<file path="config.mk">
export PLATFORM = sky130hd
export DESIGN_NAME = fstm_span_gen
export DESIGN_NICKNAME = d
export VERILOG_FILES = /design/src/hdl/fstm_pkg.sv /design/src/hdl/fstm_span_gen.sv
export SDC_FILE = /design/constraint.sdc
export NUM_CORES = 1
export LEC_CHECK = 0
export ABC_AREA = 1
export BUFFER_PORTS_ARGS = -buffer_cell sky130_fd_sc_hd__buf_2
export CAP_MARGIN = 20
export CORE_ASPECT_RATIO = 0.5
export CORE_UTILIZATION = 40
export CTS_CLUSTER_DIAMETER = 80
export CTS_CLUSTER_SIZE = 40
export DETAILED_ROUTE_END_ITERATION = 10
export GPL_ROUTABILITY_DRIVEN = 0
export PLACE_DENSITY = 0.66
export SLEW_MARGIN = 20
export SYNTH_ARGS = -nofsm -noshare
export SYNTH_HDL_FRONTEND = slang
export SYNTH_SLANG_ARGS = --single-unit
</file>
<file path="constraint.sdc">
create_clock -name clk_i -period 2.8 [get_ports clk_i]
set_input_delay 0.14 -clock clk_i [delete_from_list [all_inputs] [get_ports clk_i]]
set_output_delay 0.14 -clock clk_i [all_outputs]
set_load 0.02 [all_outputs]
</file>
<file path="src/hdl/fstm_pkg.sv">
`timescale 1ns / 1ps
`default_nettype none
// ----------------------------------------------------------------------------
// fstm_pkg
// Shared types and constants for the flat span texture mapper.
// ----------------------------------------------------------------------------
package fstm_pkg;

  // Fixed field widths
  localparam int unsigned FRAC_BITS  = 16;
  localparam int unsigned POS_BITS   = 32;
  localparam int unsigned TEXEL_BITS = 15;
  localparam int unsigned PIXEL_BITS = 16;
  localparam int unsigned INDEX_BITS = 14;
  localparam int unsigned VALUE_BITS = 16;

  // Operation codes carried by an input item
  typedef enum logic [1:0] {
    OP_START      = 2'd0,
    OP_LOAD_TEXEL = 2'd1,
    OP_LOAD_SHADE = 2'd2,
    OP_DRAW       = 2'd3
  } op_e;

  // Memory port control
  typedef struct packed {
    logic wr_en;
    logic rd_en;
  } ram_ctrl_t;

  // Span generator control
  typedef struct packed {
    logic start;
    logic advance;
  } span_ctrl_t;

endpackage : fstm_pkg
`default_nettype wire

</file>
<file path="src/hdl/fstm_span_gen.sv">
`timescale 1ns / 1ps
`default_nettype none
// ----------------------------------------------------------------------------
// fstm_span_gen
// Holds the 16.16 u and v positions and steps, forms the texel address
// and advances the positions after each drawn pixel.
// ----------------------------------------------------------------------------
module fstm_span_gen #(
  parameter int unsigned TEX_SIDE_LOG2 = 6
) (
  input  wire                                clk_i,
  input  wire                                rst_ni,
  input  fstm_pkg::span_ctrl_t               ctrl_i,
  input  wire [fstm_pkg::POS_BITS-1:0]       start_u_i,
  input  wire [fstm_pkg::POS_BITS-1:0]       start_v_i,
  input  wire [fstm_pkg::POS_BITS-1:0]       step_u_i,
  input  wire [fstm_pkg::POS_BITS-1:0]       step_v_i,
  output logic [2*TEX_SIDE_LOG2-1:0]         addr_o
);
  import fstm_pkg::*;

  logic [POS_BITS-1:0] u_q, u_d, v_q, v_d, du_q, du_d, dv_q, dv_d;

  // Latch a new span or step along the current one
  always_comb begin
    u_d  = u_q;
    v_d  = v_q;
    du_d = du_q;
    dv_d = dv_q;
    if (ctrl_i.start) begin
      u_d  = start_u_i;
      v_d  = start_v_i;
      du_d = step_u_i;
      dv_d = step_v_i;
    end else if (ctrl_i.advance) begin
      u_d = u_q + du_q;
      v_d = v_q + dv_q;
    end
  end

  always_ff @(posedge clk_i or negedge rst_ni) begin
    if (!rst_ni) begin
      u_q  <= '0;
      v_q  <= '0;
      du_q <= '0;
      dv_q <= '0;
    end else begin
      u_q  <= u_d;
      v_q  <= v_d;
      du_q <= du_d;
      dv_q <= dv_d;
    end
  end

  // Row from the integer part of v, column from the integer part of u
  assign addr_o = {v_q[FRAC_BITS +: TEX_SIDE_LOG2], u_q[FRAC_BITS +: TEX_SIDE_LOG2]};

endmodule : fstm_span_gen
`default_nettype wire

</file>
# Word level (Yosys, flattened, before mapping)
# Cells that the tools add are included.
# word_totals
register_bits,128
inputBits,132
output_inout_bits,12
wordCells,11
# classes
addsub,2
n_mux,4
reduce_logical,1
# ops
operator,count
$mux W32,4
$add A32 B32 Y32,2
$reduce_bool A2 Y1,1

# Longest topological paths before layout
# Gate-level depths: netlist (run 1).
# depth
word_depth,3
mapped_depth,13
mapped_depth_nobuf,13

# Least setup slack after synthesis (run 1)
# No wires, ideal clock.
# synth_timing
path_type,register to register
start,register u_q[0]
end,register u_q[16]
setup_ps,121
t_arrival_ps,1653
t_required_ps,2679
setup_slack_ps,1025
stages_incl_launch_ff,14
n_path_buf,0
synth_period_minus_slack_ps,1775
cell_sequence,dfrtp_1 -> ha_1 -> inv_1 -> fa_1 -> inv_1 -> nand3_1 -> nand3_1 -> nand2_1 -> nand2_2 -> nand2_1 -> nand2_1 -> nand2_1 -> nand3_1 -> nand2_1
# synth_via
elab_chain_len,3
# synth_rtl
element,line,source
from (decl),fstm_span_gen.sv:22,"logic [POS_BITS-1:0] u_q, u_d, v_q, v_d, du_q, du_d, dv_q, dv_d;"
from (signal assigned),fstm_span_gen.sv:48,u_q <= u_d;
$add A32 B32 Y32,fstm_span_gen.sv:36,u_d = u_q + du_q;
$mux W32,fstm_span_gen.sv:35,end else if (ctrl_i.advance) begin
$mux W32,fstm_span_gen.sv:30,if (ctrl_i.start) begin
# Every way passes these cells. The select of a mux whose other input is x is not followed.
# A chain may end at the register's enable or synchronous reset.

# Final worst setup path (run 1)
# layout_timing
start,register u_q[0]
end,register u_q[14]
# The elaborated chain is that of the path after synthesis.

==> metrics.txt, run 1 <==
wire length of the first global-routing pass approximately 27,000 um; DR WL/cell 13.3 um; TritonRoute pass-1 iters 5; Bufs on Longest Clock Path 2; Core Footprint 15,600 um^2; Worst-Skew Late Latency around 0.35 ns; Max VDD drop around 0.28 mV; Overflow after GRT 0; max-slew violation count 0; cells after synthesis 866; RSZ-0062 raised after global routing false; DPL Wire Length 12,200 um; Post-Layout Cell Count 1,166; commonest non-fill, non-tap cells in the layout nand2_1 (291), inv_1 (121), buf_2 (101); CTS Buf Count 9; fillcell total 1,546; Worst R2R Path Depth 13; worst reg2reg path startpoint u_q[0]$_DFFE_PN0P_; Max Cap Viol 0; Placed Cells 1,149; kind of critical path reg -> reg; Die Width 182 um; Fin Clk Skew 0.0106 ns; vias in the first global route 5,796; row count 32; final net count around 1,100; initial core utilization 41.4%; Worst Path Required 3.04 ns; share of layout cells above drive strength 1 between 20% and 30%; Crit. Startpoint u_q[0]$_DFFE_PN0P_; TritonCTS clock tree yes; LEAKAGE 3.95 nW; Net Count, Synth 1,042; max_slew headroom about half; # setup viols final 0; Clk pin slew, worst setup/hold paths 0.07 ns; syn_area_per_cell 7.45 um^2; largest net degree at the start of global routing 58; pwr dens 682 nW/um^2; via count 5,791; detailed-route wire length 15,500 um; Worst Setup Start Kind register; DR iter-0 viols 263; gr usage total between 10% and 20%; synth warn 0; vias per inst 4.97; sequential-to-total area share from yosys stat 34.1%; CTS H-Tree Depth 3; count of different cell masters after synthesis 31; initial antenna violation count 0; Final Critical Period 2.07 ns; fin crit share about three quarters; Final Hold Viols 0; Hold Path Class in -> reg; Remaining DRCs 0; Clock Sinks a little under 90; number of port buffers between 100 and 150; status completed; I/O pin count ~140; Post-DRT Antenna Nets 0; root buffer cell clkbuf_16; Yosys reg bits 88; Final TNS setup 0 ns; area grow syn2layout 15.6%; ant diodes 0; Mapped Area 6450 um^2; Worst Path Arrival 2.31 ns; commonest non-fill, non-tap cell in the layout nand2_1; Hold Startpoint start_v_i[0]; die area 16,700 um^2; upper clock frequency limit ~480 MHz; CP Max Fanout 4; crit path capture type register; hold path depth 3; Die Y 91.8 um; Least-Margin Pin Slew ~0.74 ns
kinds of logic after synthesis:
group / share of synthesized area (%)
DFF: 34.1
muxes: 7.33
and+or+nand+nor: 28.6
buffers and inverters: 9.76
adders and majority gates: 8.77
xor gates and xnor gates: 2.58
AOI/OAI and AO/OA: 8.77
cell type report:
type                            count  area (um^2)  area share, %
Clock buffer                       11          243           3.26
Clock inverter                      5          104           1.39
Inverter                          122          458           6.15
Multi-Input combinational cell    627         3620           48.6
Sequential cell                    88         2200           29.5
Tap cell                          204          255           3.43
Timing Repair Buffer              109          568           7.62
Yosys cell counts:
library cell	count	area share, %
fa_1	2	0.62
o21ai_2	2	0.27
buf_1	2	0.12
nor3_1	9	0.70
nand3b_1	9	1.0
a21oi_1	18	1.4
inv_1	121	7.0
nand4_1	6	0.58
xnor2_1	17	2.3
ha_1	42	8.1
a21oi_2	4	0.54
o211ai_1	6	0.70
buf_4	13	1.5
a22oi_1	34	4.0
o21ai_1	11	0.85
nand2_1	291	17
inv_2	1	0.058
nand3_1	47	3.6
nor2_2	6	0.58
nor2_1	51	3.0
xor2_1	2	0.27
o21ai_0	7	0.54
nand3_2	5	0.78
nand2_2	9	0.87
o21bai_1	2	0.23
dfrtp_1	88	34
clkbuf_1	3	0.17
nor2_4	3	0.52
mux2_2	42	7.3
buf_2	11	0.85
o221ai_1	2	0.27
metal layers:
| metal | vias to the layer above | share of wire (%) | GRT usage (%) |
|---|---|---|---|
| met5 | - | 0 | 0 |
| met4 | 0 | 1.5 | 5.72 |
| met3 | 20 | 3.3 | 3.46 |
| met2 | 90 | 47 | 34.5 |
| met1 | 2722 | 48 | 25.5 |
| li1 | 2959 | - | - |
timing repair:
action / in CTS / in global routing
hold buffers: 1 / 0
buffers inserted: 0 / 0
gates resized for setup: 0 / 0
hold endpoints to repair: 39 / 0
flip-flops by register name (all words and copies together) (netlist names):
signal	count
u_q	22
v_q	22
dv_q	22
du_q	22
power breakdown:
part	leakage, nW	switching, mW	internal (mW)
logic	2.74	1.30	0.797
clock network	0.170	0.518	0.897
registers	1.05	0.117	1.45
total	3.95	1.93	3.15
critical path, cell delays in order (launching register included):
cell and delay, ns:
dfrtp_1 0.35, ha_1 0.25, inv_1 0.08, fa_1 0.41, inv_1 0.11, nand3_1 0.07
nand3_1 0.18, nand2_1 0.08, nand2_1 0.11, nand2_1 0.11, nand2_1 0.08, nand2_1 0.04
nand3_1 0.06, nand2_1 0.05
path summary, 6_finish.rpt:
check / to / slack, ns
hold reg to reg: v_q[0]$_DFFE_PN0P_ / 0.51
setup reg to reg: u_q[14]$_DFFE_PN0P_ / 0.73
hold / removal: v_q[0]$_DFFE_PN0P_ / 0.01
setup / recovery: u_q[14]$_DFFE_PN0P_ / 0.73
max in group asynchronous: du_q[19]$_DFFE_PN0P_ / 1.74
min in group asynchronous: u_q[7]$_DFFE_PN0P_ / 0.32
metrics by stage:
step / power (mW) / utilization, % / worst slack, ns / instance area [um^2] / hold slack, ns
after floorplan: 3.20 / - / 1.03 / 6450 / -0.156
after global placement: 3.62 / 45.6 / 0.762 / 7100 / 0.164
after detailed placement: 3.67 / 45.6 / 0.728 / 7100 / 0.172
after CTS: 5.11 / 47.8 / 0.713 / 7450 / 0.00761
after global routing: 5.47 / 47.8 / 0.507 / 7450 / 0.0146
final: 5.08 / 47.8 / 0.725 / 7450 / 0.0138
(Power assumes the default switching activity.)
==> run 2, diff against run 1 <==
--- a/config.mk
+++ b/config.mk
@@ -5,7 +5,7 @@
 export SDC_FILE = /design/constraint.sdc
 export NUM_CORES = 1
 export LEC_CHECK = 0
-export ABC_AREA = 1
+export ABC_AREA = 0
 export BUFFER_PORTS_ARGS = -buffer_cell sky130_fd_sc_hd__buf_2
 export CAP_MARGIN = 20
 export CORE_ASPECT_RATIO = 0.5
@@ -14,7 +14,7 @@
 export CTS_CLUSTER_SIZE = 40
 export DETAILED_ROUTE_END_ITERATION = 10
 export GPL_ROUTABILITY_DRIVEN = 0
-export PLACE_DENSITY = 0.66
+export PLACE_DENSITY = 0.67
 export SLEW_MARGIN = 20
 export SYNTH_ARGS = -nofsm -noshare
 export SYNTH_HDL_FRONTEND = slang
==> constraint.sdc (replaced) <==
create_clock -name clk_i -period 2.1 [get_ports clk_i]
set_input_delay 0.105 -clock clk_i [delete_from_list [all_inputs] [get_ports clk_i]]
set_output_delay 0.105 -clock clk_i [all_outputs]
set_load 0.02 [all_outputs]
==> run 2 against run 1 <==
  * The flow now finishes with violations (hold timing, setup timing)
  * Via count down 13%
  * Design area is 10% higher
  * Clock power rose by 28%
  * Sequential cell count stayed put
  * Final cell count is 16% lower
  * Setup slack worse by 1.0 ns
  * Combinational power rose by 77%
  * Register-to-register slack worse by 1.0 ns
  * Area after synthesis fell by 12%
  * First-iteration DRC count fell by 21%
  * Wire length shrank 3.6%
  * Critical endpoint is now v_q[12]$_DFFE_PN0P_
  * Largest cell class unchanged
  * Largest power group unchanged
==> metrics.txt, run 2 <==
Flop pwr share 28.3% (-2.6 points); row count 30 (-6.3%); Worst path slowest cell dfrtp_1; cells after synthesis 573 (-34%); Least-Margin Pin Slew 0.659 ns (-0.0854 ns); final net count 954 (-16%); Overflow after GRT 0 (unchanged); CP max stage delay 0.36 ns (-0.05 ns); root buffer cell clkbuf_16; DR WL/cell 15.3 um (+15%); Die Y 86.2 um (-6.0%); Sw Ratio 35.1% (-2.9 points); hold path depth 3 (unchanged); Mapped Area 5680 um^2 (-12%); area of the multi-input gates 3730 um^2 (+3.1%); commonest non-fill, non-tap cell in the layout buf_2; Hold Path Class in -> reg; largest net degree at the start of global routing 65 (+12%); DR iter-0 viols 209 (-21%); die area 14,700 um^2 (-12%); share of layout cells above drive strength 1 39.1% (+19 points); CP Max Fanout 2 (-2); Clock Sinks 88 (unchanged); CTS Buf Count 9 (unchanged); Yosys reg bits 88 (unchanged); status complete, but fails checks; fin crit share 113% (+39 points); gr usage total 20.2% (+0.28 points); placed cell area 6790 um^2 (-4.4%); Fin Clk Skew 0.00449 ns (-0.00611 ns); GR peak layer met2; Net Count, Synth 749 (-28%); Core Footprint 13,700 um^2 (-12%); number of port buffers 103 (unchanged); kind of critical path reg -> reg; area grow syn2layout 44.5%; Worst Path Required 2.35 ns (-0.69 ns); Remaining DRCs 0 (unchanged); count of different cell masters after synthesis 58 (+87%); wire length of the first global-routing pass 23,900 um (-11%); pwr dens 938 nW/um^2 (+38%); Worst R2R Path Depth 11 (-2); M3 GR Usage 4.38% (+0.93 points); ant diodes 0 (unchanged); top cell type's share of synthesized area 38.8% (+4.6 points); upper clock frequency limit 421 MHz (-13%); Post-synth top cells dfrtp_1 (88), nand2_1 (52), o21ai_0 (52), mux2_2 (43), ha_1 (42); crit path capture type register; failing checks hold timing, setup timing; # setup viols final 20 (+20); worst path cell trace ha_2 > inv_2 > fa_2 > nor2b_2 > o211ai_1 > and3b_1 > o31ai_4 > nand2b_4 > xor2_1 > mux2i_1 > o21ai_1; top_reg_cell synth dfrtp_1; Crit. Startpoint v_q[0]$_DFFE_PN0P_; R2R setup slack -0.27 ns (-1.00 ns); RSZ-0062 raised after global routing true; clock power share 23.6% (-4.3 points); max_slew headroom 56.1% (+5.8 points); Synth async-reset ratio 100% (unchanged); critical path depth 11 (-2); synth warn 0 (unchanged); Top delay family on crit path simple AND/OR/NAND/NOR gates; initial antenna violation count 0 (unchanged); FF/Latch Area 2200 um^2 (unchanged); TritonRoute pass-1 iters 4 (-1); sequential-to-total area share from yosys stat 38.8% (+4.6 points); via count 5,047 (-13%); detailed-route wire length 15,000 um (-3.6%); vias per inst 5.18 (+4.2%); cell area after layout 8200 um^2 (+10%); vias in the first global route 5,082 (-12%); fillcell total 1,140 (-26%); Worst Setup Start Kind register; Clk pin slew, worst setup/hold paths 0.07 ns (about the same); Max Cap Viol 0 (unchanged); P_sw 2.70 mW (+40%); CP bufs+invs 1 (-1); count leader, synth dfrtp_1; Max VDD drop 0.505 mV (+79%); CTS H-Tree Depth 3 (unchanged); top post-synthesis cells by area dfrtp_1 (39%), ha_1 (9.3%), mux2_2 (8.5%); Int Pwr 4.99 mW (+58%); I/O pin count 144 (unchanged); Worst Path Arrival 2.63 ns (+0.32 ns); DPL Wire Length 9750 um (-20%); worst reg2reg path startpoint v_q[0]$_DFFE_PN0P_; Worst-Skew Late Latency 0.33 ns (-0.02 ns); met2 GRT Util 34.9% (+0.43 points); cell accounting for the most synthesized area dfrtp_1; Post-synth EDFFs 0 (unchanged); Setup WS post-layout -0.274 ns (-0.999 ns); LEAKAGE 3.68 nW (-6.9%); GR Util met1 25.9% (+0.35 points); Comb power frac 48.1% (+6.9 points); Final Hold Viols 1 (+1); Post-DRT Antenna Nets 0 (unchanged); initial core utilization 41.4% (about the same); Hold Slack -0.00228 ns (-0.0160 ns); Hold Startpoint start_u_i[0]; TritonCTS clock tree yes; max-slew violation count 0 (unchanged); Bufs on Longest Clock Path 2 (unchanged); syn_area_per_cell 9.91 um^2 (+33%); Final Critical Period 2.37 ns (+0.299 ns); Die Width 170 um (-6.1%); commonest non-fill, non-tap cells in the layout buf_2 (101), dfrtp_1 (88), buf_4 (67); Final TNS setup -2.80 ns (-2.80 ns)
run 2: changes by cell type after synthesis, moves of 23 or more:
| cell | change |
|---|---|
| nand2_1 | -239 |
| inv_1 | -105 |
| o21ai_0 | +45 |
| nand3_1 | -37 |
| nor2_1 | -30 |
| a21oi_1 | +23 |
run 2: worst paths after layout:
path | endpoint
min | u_q[0]$_DFFE_PN0P_
max in group asynchronous | u_q[14]$_DFFE_PN0P_
max reg2reg | v_q[12]$_DFFE_PN0P_
min in group asynchronous | dv_q[15]$_DFFE_PN0P_
max | v_q[12]$_DFFE_PN0P_
min reg2reg | du_q[11]$_DFFE_PN0P_
run 2: power by group through the flow:
stage / clock, mW / sequential, mW / combinational, mW
finish: 1.81 / 2.18 / 3.70
global route: 1.93 / 2.21 / 4.04
CTS: 1.86 / 2.15 / 3.35
detailed placement: 0 / 2.17 / 2.99
global placement: 0 / 2.16 / 2.93
floorplan: 0 / 2.12 / 2.13
run 2: routing by layer:
layer / share of wire [%] / vias to the layer above / wire length (um)
met3: 2.9 / 23 / 432
met2: 50 / 97 / 7460
met1: 46 / 2462 / 6840
met4: 1.5 / 0 / 227
li1: - / 2465 / -
met5: 0 / - / 0
run 2: logic make-up after synthesis:
group / Yosys count / share of synthesized area, %
and+or+nand+nor: 123 / 10.7
DFF: 88 / 38.8
xor gates and xnor gates: 37 / 5.71
muxes: 61 / 11.8
buffers and inverters: 49 / 4.06
adders and majority gates: 44 / 9.96
AOI/OAI and AO/OA: 171 / 19.0
run 2: tightest hold or removal path: stages:
cell and delay (ns):
buf_2 0.07, nand2_1 0.04, o21ai_0 0.07
run 2: area by class of cell:
| cell class | count | share of cell area, % |
|---|---|---|
| multi-input cells | 436 | 45.5 |
| clock buffers | 14 | 3.34 |
| flip-flops and latches | 88 | 26.8 |
| well taps | 192 | 2.93 |
| repair buffers | 227 | 19.9 |
| inverters | 16 | 0.732 |
| clock inverters | 2 | 0.732 |
run 2: per-stage QoR:
stage | std cells | power, mW | hold slack, ns | worst slack (ns) | utilization (%)
final | 975 | 7.69 | -0.00228 | -0.274 | 59.9
after global routing | 975 | 8.18 | 0.00206 | -0.441 | 59.9
after CTS | 963 | 7.36 | 0.000278 | -0.244 | 57.4
after detailed placement | 893 | 5.16 | 0.0407 | -0.292 | 49.5
after global placement | 893 | 5.09 | 0.0353 | -0.228 | 49.5
after floorplan | 573 | 4.25 | -0.191 | -0.0302 | -
run 2: timing repair:
item	4_1_cts	5_1_grt
endpoints found under the setup margin	28	30
gates resized for setup	50	43
buffers inserted	6	6
pin swaps	21	23
endpoints found under the hold margin	71	6
hold buffers	48	6
==> run 3, diff against run 2 <==
--- a/config.mk
+++ b/config.mk
@@ -6,15 +6,15 @@
 export NUM_CORES = 1
 export LEC_CHECK = 0
 export ABC_AREA = 0
-export BUFFER_PORTS_ARGS = -buffer_cell sky130_fd_sc_hd__buf_2
 export CAP_MARGIN = 20
 export CORE_ASPECT_RATIO = 0.5
 export CORE_UTILIZATION = 40
-export CTS_CLUSTER_DIAMETER = 80
+export CTS_CLUSTER_DIAMETER = 40
 export CTS_CLUSTER_SIZE = 40
 export DETAILED_ROUTE_END_ITERATION = 10
+export DONT_BUFFER_PORTS = 1
 export GPL_ROUTABILITY_DRIVEN = 0
-export PLACE_DENSITY = 0.67
+export PLACE_DENSITY = 0.58
 export SLEW_MARGIN = 20
 export SYNTH_ARGS = -nofsm -noshare
 export SYNTH_HDL_FRONTEND = slang
==> run 3 against run 2 <==
  * The flow still finishes with violations (hold timing, setup timing)
  * Sequential power about the same
  * Design area shrank 1.0%
  * Core utilization shrank 0.60 points
  * Register-to-register slack better by 0.04 ns
  * Worst hold slack worse by 0.56 ns
  * Critical path type unchanged
  * Largest power group unchanged
==> metrics.txt, run 3 (synthesis gave the netlist of run 2 again) <==
Max VDD drop 0.366 mV (-28%); Core Footprint 13,700 um^2 (unchanged); Fin Clk Skew 0.0160 ns (+0.0115 ns); Die Width 170 um (unchanged); pwr dens 919 nW/um^2 (-2.0%); Clock Sinks 88 (unchanged); RSZ-0062 raised after global routing true; vias per inst 5.07 (-2.0%); Worst Setup Start Kind register; Place WS -0.293 ns (-0.000654 ns); Worst Path Arrival 2.55 ns (-0.08 ns); Clk pin slew, worst setup/hold paths 0.07 ns (about the same); CP Max Fanout 2 (unchanged); die area 14,700 um^2 (unchanged); Bufs on Longest Clock Path 2 (unchanged); max-slew violation count 0 (unchanged); Hold Path Class in -> async; Overflow after GRT 0 (unchanged); CTS H-Tree Depth 3 (unchanged); Top delay family on crit path compound AO/OA/AOI/OAI gates; Least-Margin Pin Slew 0.740 ns (+0.0816 ns); LEAKAGE 3.54 nW (-3.7%); Worst Path Required 2.32 ns (-0.03 ns); CP bufs+invs 2 (+1); area grow syn2layout 43.0%; Final Critical Period 2.33 ns (-0.0413 ns); share of layout cells above drive strength 1 25.6% (-14 points); initial antenna violation count 0 (unchanged); final net count 918 (-3.8%); wire length of the first global-routing pass 23,500 um (-1.5%); failing checks hold timing, setup timing; CTS Buf Count 9 (unchanged); kind of critical path reg -> reg; row count 30 (unchanged); worst path cell trace ha_2 > inv_2 > fa_2 > nand2b_4 > a21oi_4 > o31ai_4 > a21oi_2 > a311oi_2 > buf_4 > o21bai_1 > xnor2_1 > o21ai_1; root buffer cell clkbuf_16; Final Hold Viols 115 (+114); initial core utilization 41.4% (unchanged); CP max stage delay 0.36 ns (about the same); vias in the first global route 4,935 (-2.9%); number of port buffers 0 (-100%); Hold Slack -0.559 ns (-0.557 ns); detailed-route wire length 14,400 um (-3.8%); largest net degree at the start of global routing 126 (+94%); commonest non-fill, non-tap cells in the layout dlygate4sd3_1 (116), dfrtp_1 (88), buf_4 (71); Die Y 86.2 um (unchanged); upper clock frequency limit 429 MHz (+1.8%); gr usage total 20.3% (+0.11 points); Remaining DRCs 0 (unchanged); DR WL/cell 15.3 um (-0.14%); fin util 59.3% (-0.60 points); ant diodes 0 (unchanged); DPL Wire Length 8910 um (-8.6%); Post-DRT Antenna Nets 0 (unchanged); Worst-Skew Late Latency 0.35 ns (+0.02 ns); Setup WS post-layout -0.232 ns (+0.0413 ns); commonest non-fill, non-tap cell in the layout dlygate4sd3_1; TritonRoute pass-1 iters 4 (unchanged); TritonCTS clock tree yes; via count 4,763 (-5.6%); status complete, but fails checks; max_slew headroom 50.6% (-5.4 points); Max Cap Viol 0 (unchanged); fin crit share 111% (-2.0 points); DR iter-0 viols 167 (-20%); I/O pin count 144 (unchanged); # setup viols final 26 (+30%); Worst path slowest cell dfrtp_1; crit path capture type register
## run 3: cell count changes in the layout (fill, tap and decap cells not counted), moves of 4 or more
| cell | previous run | this run |
|---|---|---|
| dlygate4sd3_1 | 54 | 116 |
| a21oi_4 | 6 | 2 |
| ha_1 | 26 | 37 |
| ha_4 | 14 | 3 |
| buf_4 | 67 | 71 |
| a21oi_1 | 25 | 29 |
| buf_2 | 101 | 0 |
## run 3: what timing repair did
| item | 4_1_cts | 5_1_grt |
|---|---|---|
| hold buffers | 119 | 1 |
| pin swaps | 16 | 19 |
| gates resized for setup | 29 | 41 |
| endpoints found under the hold margin | 176 | 116 |
| setup endpoints to repair | 27 | 32 |
| buffers inserted | 5 | 10 |
## run 3: area by class of cell
type	count	area [um^2]
sequential	88	2200
multi-input combinational	436	3530
tap	192	240
clock inverter	4	76.3
timing repair buffer	191	1750
inverter	16	60.1
fill	1169	5580
clock buffer	12	256
## run 3: power by group
group | switching (mW) | leakage [nW] | internal [mW]
clock | 0.688 | 0.159 | 1.11
sequential | 0.198 | 1.04 | 1.96
combinational | 1.62 | 2.34 | 1.88
## run 3: layer usage
metal	GRT usage [%]	up-vias	wire, um
met3	4.75	13	361
met1	26.7	2301	7060
li1	-	2390	-
met5	0	-	0
met2	34.1	59	6810
met4	4.75	0	149
## run 3: stage by stage
step           total power [mW]  std cells  TNS [ns]  area (um^2)
6_report                   7.46        939     -3.24         8120
3_5_place_dp               4.98        791     -4.07         6240
4_1_cts                    7.23        931     -3.34         7900
3_3_place_gp               4.94        791     -3.19         6240
2_1_floorplan              4.25        573    -0.110         5720
5_1_grt                    7.97        939     -6.90         8120
## run 3: final timing paths
check                      cells after the start                start             endpoint  slack, ns
min in group clk_i                             1            ctrl_i[1]  u_q[21]$_DFFE_PN0P_      -0.14
setup reg to reg                              12  du_q[0]$_DFFE_PN0P_  u_q[18]$_DFFE_PN0P_      -0.23
hold reg to reg                                2   u_q[9]$_DFFE_PN0P_   u_q[9]$_DFFE_PN0P_       0.57
max in group asynchronous                      0               rst_ni  u_q[11]$_DFFE_PN0P_       2.51
setup / recovery                              12  du_q[0]$_DFFE_PN0P_  u_q[18]$_DFFE_PN0P_      -0.23
hold / removal                                 0               rst_ni  v_q[17]$_DFFE_PN0P_      -0.56
## run 3: worst reg2reg max path, stage by stage (launching register included)
cell and delay (ns):
dfrtp_1 0.36, ha_2 0.19, inv_2 0.04, fa_2 0.33
nand2b_4 0.16, a21oi_4 0.18, o31ai_4 0.08, a21oi_2 0.20
a311oi_2 0.14, buf_4 0.16, o21bai_1 0.15, xnor2_1 0.14
o21ai_1 0.07
